<file path="src/design/pmhd_pkg.sv">
// Package for the peak meter hold and decay core.
// Holds field widths, register address codes, reset values and shared types.
// No dependencies.
package pmhd_pkg;

    localparam int CH_W         = 8;
    localparam int LEVEL_W      = 15;
    localparam int TICK_W       = 16;
    localparam int PROD_W       = 2 * TICK_W;
    localparam int DROP_SHIFT   = 8;
    localparam int DROP_W       = PROD_W - DROP_SHIFT;
    localparam int CHANNELS_DEF = 256;
    localparam int ADDR_W       = 4;
    localparam int DATA_W       = 32;

    localparam logic [TICK_W-1:0]  DECAY_RST = 16'd64;
    localparam logic [TICK_W-1:0]  HOLD_RST  = 16'd1000;
    localparam logic [LEVEL_W-1:0] CLIP_RST  = 15'd13777;

    typedef enum logic [1:0] {
        REG_DECAY = 2'd0,
        REG_HOLD  = 2'd1,
        REG_CLIP  = 2'd2
    } t_reg_idx;

    typedef struct packed {
        logic [TICK_W-1:0]  decay_per_tick;
        logic [TICK_W-1:0]  hold_ticks;
        logic [LEVEL_W-1:0] clip_threshold;
    } t_cfg;

    typedef struct packed {
        logic [LEVEL_W-1:0] peak;
        logic [LEVEL_W-1:0] rms;
        logic [TICK_W-1:0]  timer;
        logic [LEVEL_W-1:0] held;
    } t_chan_state;

    typedef struct packed {
        logic [LEVEL_W-1:0] peak;
        logic [LEVEL_W-1:0] rms;
        logic [TICK_W-1:0]  elapsed;
        logic [DROP_W-1:0]  drop;
    } t_item;

endpackage

</file>
<file path="src/design/pmhd_ballistics.sv">
// Per-item meter ballistics: level decay, peak hold timer and clip flags.
// Purely combinational; uses types from pmhd_pkg.
module pmhd_ballistics (
    input  pmhd_pkg::t_item       i_item,
    input  pmhd_pkg::t_chan_state i_prev,
    input  logic                  i_first,
    input  pmhd_pkg::t_cfg        i_cfg,
    output pmhd_pkg::t_chan_state o_next,
    output logic                  o_peak_clip,
    output logic                  o_rms_clip
);
    import pmhd_pkg::*;

    function automatic logic [LEVEL_W-1:0] sat_drop(input logic [LEVEL_W-1:0] lvl,
                                                    input logic [DROP_W-1:0]  drop);
        logic [DROP_W-1:0] wide;
        wide = DROP_W'(lvl);
        return (wide > drop) ? LEVEL_W'(wide - drop) : '0;
    endfunction

    function automatic logic [LEVEL_W-1:0] fall_level(input logic [LEVEL_W-1:0] prev,
                                                      input logic [LEVEL_W-1:0] now,
                                                      input logic [DROP_W-1:0]  drop);
        logic [LEVEL_W-1:0] d;
        d = sat_drop(prev, drop);
        if (now >= prev) begin
            return now;
        end
        return (d > now) ? d : now;
    endfunction

    logic [LEVEL_W-1:0] w_sp;
    logic [LEVEL_W-1:0] w_sr;
    logic [TICK_W-1:0]  w_ht;

    always_comb begin
        w_sp = fall_level(i_prev.peak, i_item.peak, i_item.drop);
        w_sr = fall_level(i_prev.rms, i_item.rms, i_item.drop);
        w_ht = (i_prev.timer > i_item.elapsed) ? (i_prev.timer - i_item.elapsed) : '0;
        if (i_first) begin
            o_next.peak  = i_item.peak;
            o_next.rms   = i_item.rms;
            o_next.held  = i_item.peak;
            o_next.timer = i_cfg.hold_ticks;
        end else if (w_sp < i_prev.held) begin
            o_next.peak  = w_sp;
            o_next.rms   = w_sr;
            o_next.timer = w_ht;
            o_next.held  = (w_ht == '0) ? sat_drop(i_prev.held, i_item.drop) : i_prev.held;
        end else begin
            o_next.peak  = w_sp;
            o_next.rms   = w_sr;
            o_next.timer = i_cfg.hold_ticks;
            o_next.held  = w_sp;
        end
        o_peak_clip = (o_next.peak >= i_cfg.clip_threshold);
        o_rms_clip  = (o_next.rms >= i_cfg.clip_threshold);
    end

endmodule

</file>
<file path="config.mk">
export PLATFORM = sky130hd
export DESIGN_NAME = pmhd_ballistics
export DESIGN_NICKNAME = d
export VERILOG_FILES = /design/src/design/pmhd_pkg.sv /design/src/design/pmhd_ballistics.sv
export SDC_FILE = /design/constraint.sdc
export NUM_CORES = 1
export LEC_CHECK = 0
export ABC_AREA = 1
export BUFFER_PORTS_ARGS = -buffer_cell sky130_fd_sc_hd__buf_2
export CORE_ASPECT_RATIO = 1.2
export CORE_MARGIN = 4
export CORE_UTILIZATION = 55
export DETAILED_ROUTE_END_ITERATION = 8
export PLACE_DENSITY = 0.83
export SYNTH_ARGS = -nofsm -noshare
export SYNTH_HDL_FRONTEND = slang
export SYNTH_SLANG_ARGS = --single-unit
export TNS_END_PERCENT = 5
</file>
<file path="constraint.sdc">
create_clock -name vclk -period 6.1
set_input_delay 0.305 -clock vclk [all_inputs]
set_output_delay 0.305 -clock vclk [all_outputs]
set_load 0.03 [all_outputs]
</file>
* Word-level counts from Yosys, hierarchy flattened
Cells that the tools add are included.
Storage, ports and cells: memories kept 0, register bits after elaboration 0, memory bits (read-only) 0, bits in latches 0, bits in writable memories 0, input port bits 179, logic and storage cells 31
Cells by class: divide/modulo/power cells 0, eq/ne operators 0, bitwise logic cells 0, order comparisons 11, reductions and logical operators 1, shift-type cells 0, mux-type cells 15, $mul 0, $add $sub $neg 4
Operators by type and width (count):
- $mux 15 | 10
- $gt 15x24->1 | 3
- $mux 61 | 1
- $ge 15x15->1 | 4
- $sub 15x15->15 | 3
- $mux 31 | 1
- $gt 15x15->1 | 2
- $gt 16x16->1 | 1
- $logic_not 16->1 | 1
- $mux 16 | 1
- $sub 16x16->16 | 1
- $lt 15x15->1 | 1
- $mux 1 | 2

* Longest topological paths before layout
depth in word-level cells 9, mapped depth 39, depth with buffers taken out 38

* Least setup slack after synthesis
Ideal clock, no wire load.
path kind input to output, start point input port i_prev[31] (netlist bit), end point output port o_rms_clip, stages on the path 34, slack 0.599 ns, buffers on the path 1, data arrival time 5.196 ns, cells stage by stage inv_1 -> ha_1 -> fa_1 -> nor2_1 -> o21ai_0 -> nand2_1 -> a21o_1 -> nand3_1 -> nand2_1 -> nand2_1 -> inv_2 -> nand2_1 -> inv_1 -> ha_1 -> a21oi_1 -> o21ai_0 -> a21o_1 -> a21oi_1 -> o21ai_0 -> a21oi_1 -> nor3_1 -> clkbuf_1 -> o21ai_0 -> ha_1 -> a21oi_1 -> o21ai_0 -> a21oi_1 -> nor2_1 -> nor2_1 -> nor2_1 -> o21ai_0 -> a21oi_1 -> o21ai_0 -> o211ai_1
RTL lines:
- from (decl) | RTL line pmhd_ballistics.sv:5 | input pmhd_pkg::t_chan_state i_prev,
- to (decl) | RTL line pmhd_ballistics.sv:10 | output logic o_rms_clip

==> results.py <==
metrics = {
    "yosys": {
        "most_numerous_cell_types_in_the_synthesized_netlist": "sky130_fd_sc_hd__nand2_1 (366), sky130_fd_sc_hd__inv_1 (250), sky130_fd_sc_hd__ha_1 (165), sky130_fd_sc_hd__a21oi_1 (96), sky130_fd_sc_hd__nor2_1 (91)",
        "synth_most_common_cell": "sky130_fd_sc_hd__nand2_1",
        "synthDistinctLibCells": 50,
        "yosysWarningCount": 0,
        "syn_area_per_cell_um2": 5.68,
        "netlist.area_leader.share": 0.273,
        "mappedNetlistNets": 1679,
        "synth.top_cells.by_area": "sky130_fd_sc_hd__ha_1 (27%), sky130_fd_sc_hd__nand2_1 (18%), sky130_fd_sc_hd__inv_1 (12%)",
        "netlist_area_um2": 7560,
        "synth_area_leader": "sky130_fd_sc_hd__ha_1",
        "synthCells": 1331,
        "synth.yosys.seq_area_share": 0,
    },
    "worst_setup_path": {
        "worst_stage_delay_on_the_critical_path_ns": 0.42,
        "crit_fanout": 28,
        "startpoint": "i_item[0]",
        "crit_arrival_ns": 5.43,
        "worst_path_max_delay_cell": "sky130_fd_sc_hd__fa_1",
        "crit_top_cell": "sky130_fd_sc_hd__nand2_1",
        "path_class": "in -> out",
        "worst_ep_required_time_ns": 5.79,
        "critical_path_endpoint_category": "output pin",
        "start_kind": "input pin",
    },
    "power_and_ir_drop": {
        "power.static_leakage_nw": 5.49,
        "power-per-cell-area_nw_per_um2": 91.1,
        "total_power_mw": 0.815,
        "vdd_drop_max_v": 0.0000566,
    },
    "timing": {
        "whs_ns": 0.972,
        "setup_repair_after_global_routing_missed_its_margin": "false",
        "hold_viol_final": 0,
        "timing_limited_maximum_frequency_mhz": 174,
        "fin_crit_sh": 0.941,
        "actual_slew_at_the_worst_max_slew_pin_ns": 0.744,
        "layout_min_cycle_time_ns": 5.74,
        "timing.slew.headroom": 0.501,
        "timing.setup.tns_ns": 0,
        "timing.final.max_slew_violations": 0,
        "setup_violations": 0,
        "fin_ws_ns": 0.362,
    },
    "floorplan": {
        "die_area_um2": 15700,
        "floorplan.rows": 46,
        "pin_count": 242,
        "die_w_um": 115,
        "die-height_um": 136,
        "placeableCoreArea_um2": 13400,
        "initial_core_util": 0.566,
    },
    "layout": {
        "sequential_cell_count": 0,
        "postLayoutCellArea_um2": 8940,
        "syn_to_final_growth_pct": 18.3,
        "drive_above_1_share": 0.183,
        "nClkBuffers": 0,
        "register_area_um2": 0,
        "fin_util": 0.670,
        "finalNonFillerCells": 1718,
        "net_count_of_the_finished_layout": 1899,
    },
    "drt": {
        "route.detailed.wl_per_inst_um": 14.5,
        "detail-route-antenna-nets": 0,
        "route.vias.total": 9515,
        "routed_wl_mm": 25.0,
        "detailed_router_iteration_count_before_antenna_repair": 5,
        "viasPerCell": 5.54,
        "drc": 0,
        "drt-initial-drc-count": 766,
    },
    "min_path": {
        "min_from": "i_cfg[17]",
        "hold_path.class": "in -> out",
    },
    "placed_design": {
        "port_buffers": 226,
        "gp_congestion": 1.02,
        "dpl_worst_slack_ns": 0.237,
        "dpl.hpwl_mm": 21.7,
        "dpl_cell_area_um2": 8850,
        "numPlacedInstances": 1713,
    },
    "flow_run": {
        "maxCapViolations": 0,
    },
    "cts": {
        "postCtsHoldBufs": 0,
    },
    "run_status": {
        "status": "finished, final reports clean",
    },
    "grt": {
        "grt_pass1_wl_mm": 38.9,
        "initial_antenna_violation_count": 1,
        "globalRoute.totalOverflow": 0,
        "grt_start_max_net_pins": 47,
        "via_count_of_the_first_global_routing_pass": 8694,
        "grt_usage": 0.298,
    },
}
==> per-layer routing <==
layer | GRT usage | vias to the layer above | routed length, um
li1 | - | 4814 | -
met1 | 0.389 | 4239 | 10100
met2 | 0.533 | 390 | 11700
met3 | 0.0116 | 72 | 2070
met4 | 0.0789 | 0 | 1030
met5 | 0 | - | 0
==> layout by cell type (no fill, tap or decap), types with 31 or more instances in the layout <==
master | Yosys | layout
sky130_fd_sc_hd__o21ai_1 | 26 | 31
sky130_fd_sc_hd__inv_1 | 250 | 250
sky130_fd_sc_hd__nand3_1 | 53 | 53
sky130_fd_sc_hd__ha_1 | 165 | 165
sky130_fd_sc_hd__nor2_1 | 91 | 91
sky130_fd_sc_hd__a21oi_1 | 96 | 94
sky130_fd_sc_hd__nand4_1 | 36 | 36
sky130_fd_sc_hd__nand2_1 | 366 | 366
sky130_fd_sc_hd__buf_2 | 3 | 226
sky130_fd_sc_hd__o21ai_0 | 55 | 50
==> power breakdown <==
part           internal (mW)  switching [mW]
clock           0.0000000219               0
sequential                 0               0
combinational          0.286           0.529
total                  0.286           0.529
==> what timing repair did <==
| item | 4_1_cts | 5_1_grt |
|---|---|---|
| endpoints found under the setup margin | 0 | 33 |
| setup buffers | 0 | 1 |
| resized for setup | 0 | 17 |
==> critical path: cells and delay by family <==
kind                       cells  cell delay [ns]
and+or+nand+nor               16             1.84
buffers and inverters          6             0.80
AOI/OAI and AO/OA              7             1.29
adders and majority gates      4             1.21
==> cell families (layout without fill, tap and decap cells) <==
kind of cell	Yosys count	in the layout	share of synthesized area
compound gates	243	243	0.184
fa+ha+maj	169	169	0.284
simple gates	617	620	0.360
buf+inv	276	491	0.142
other cells	0	1	0
xor+xnor	26	26	0.0301
==> final timing paths <==
kind / endpoint / depth (start not counted)
max: o_next[11] / 33
min: o_next[17] / 4
==> layout make-up <==
| class | count | area (um2) |
|---|---|---|
| fill | 1307 | 4410 |
| antenna | 1 | 2.50 |
| inverter | 258 | 972 |
| tap | 168 | 210 |
| timing repair buffer | 233 | 1190 |
| multi-input combinational | 1058 | 6570 |
(Power assumes the default switching activity.)
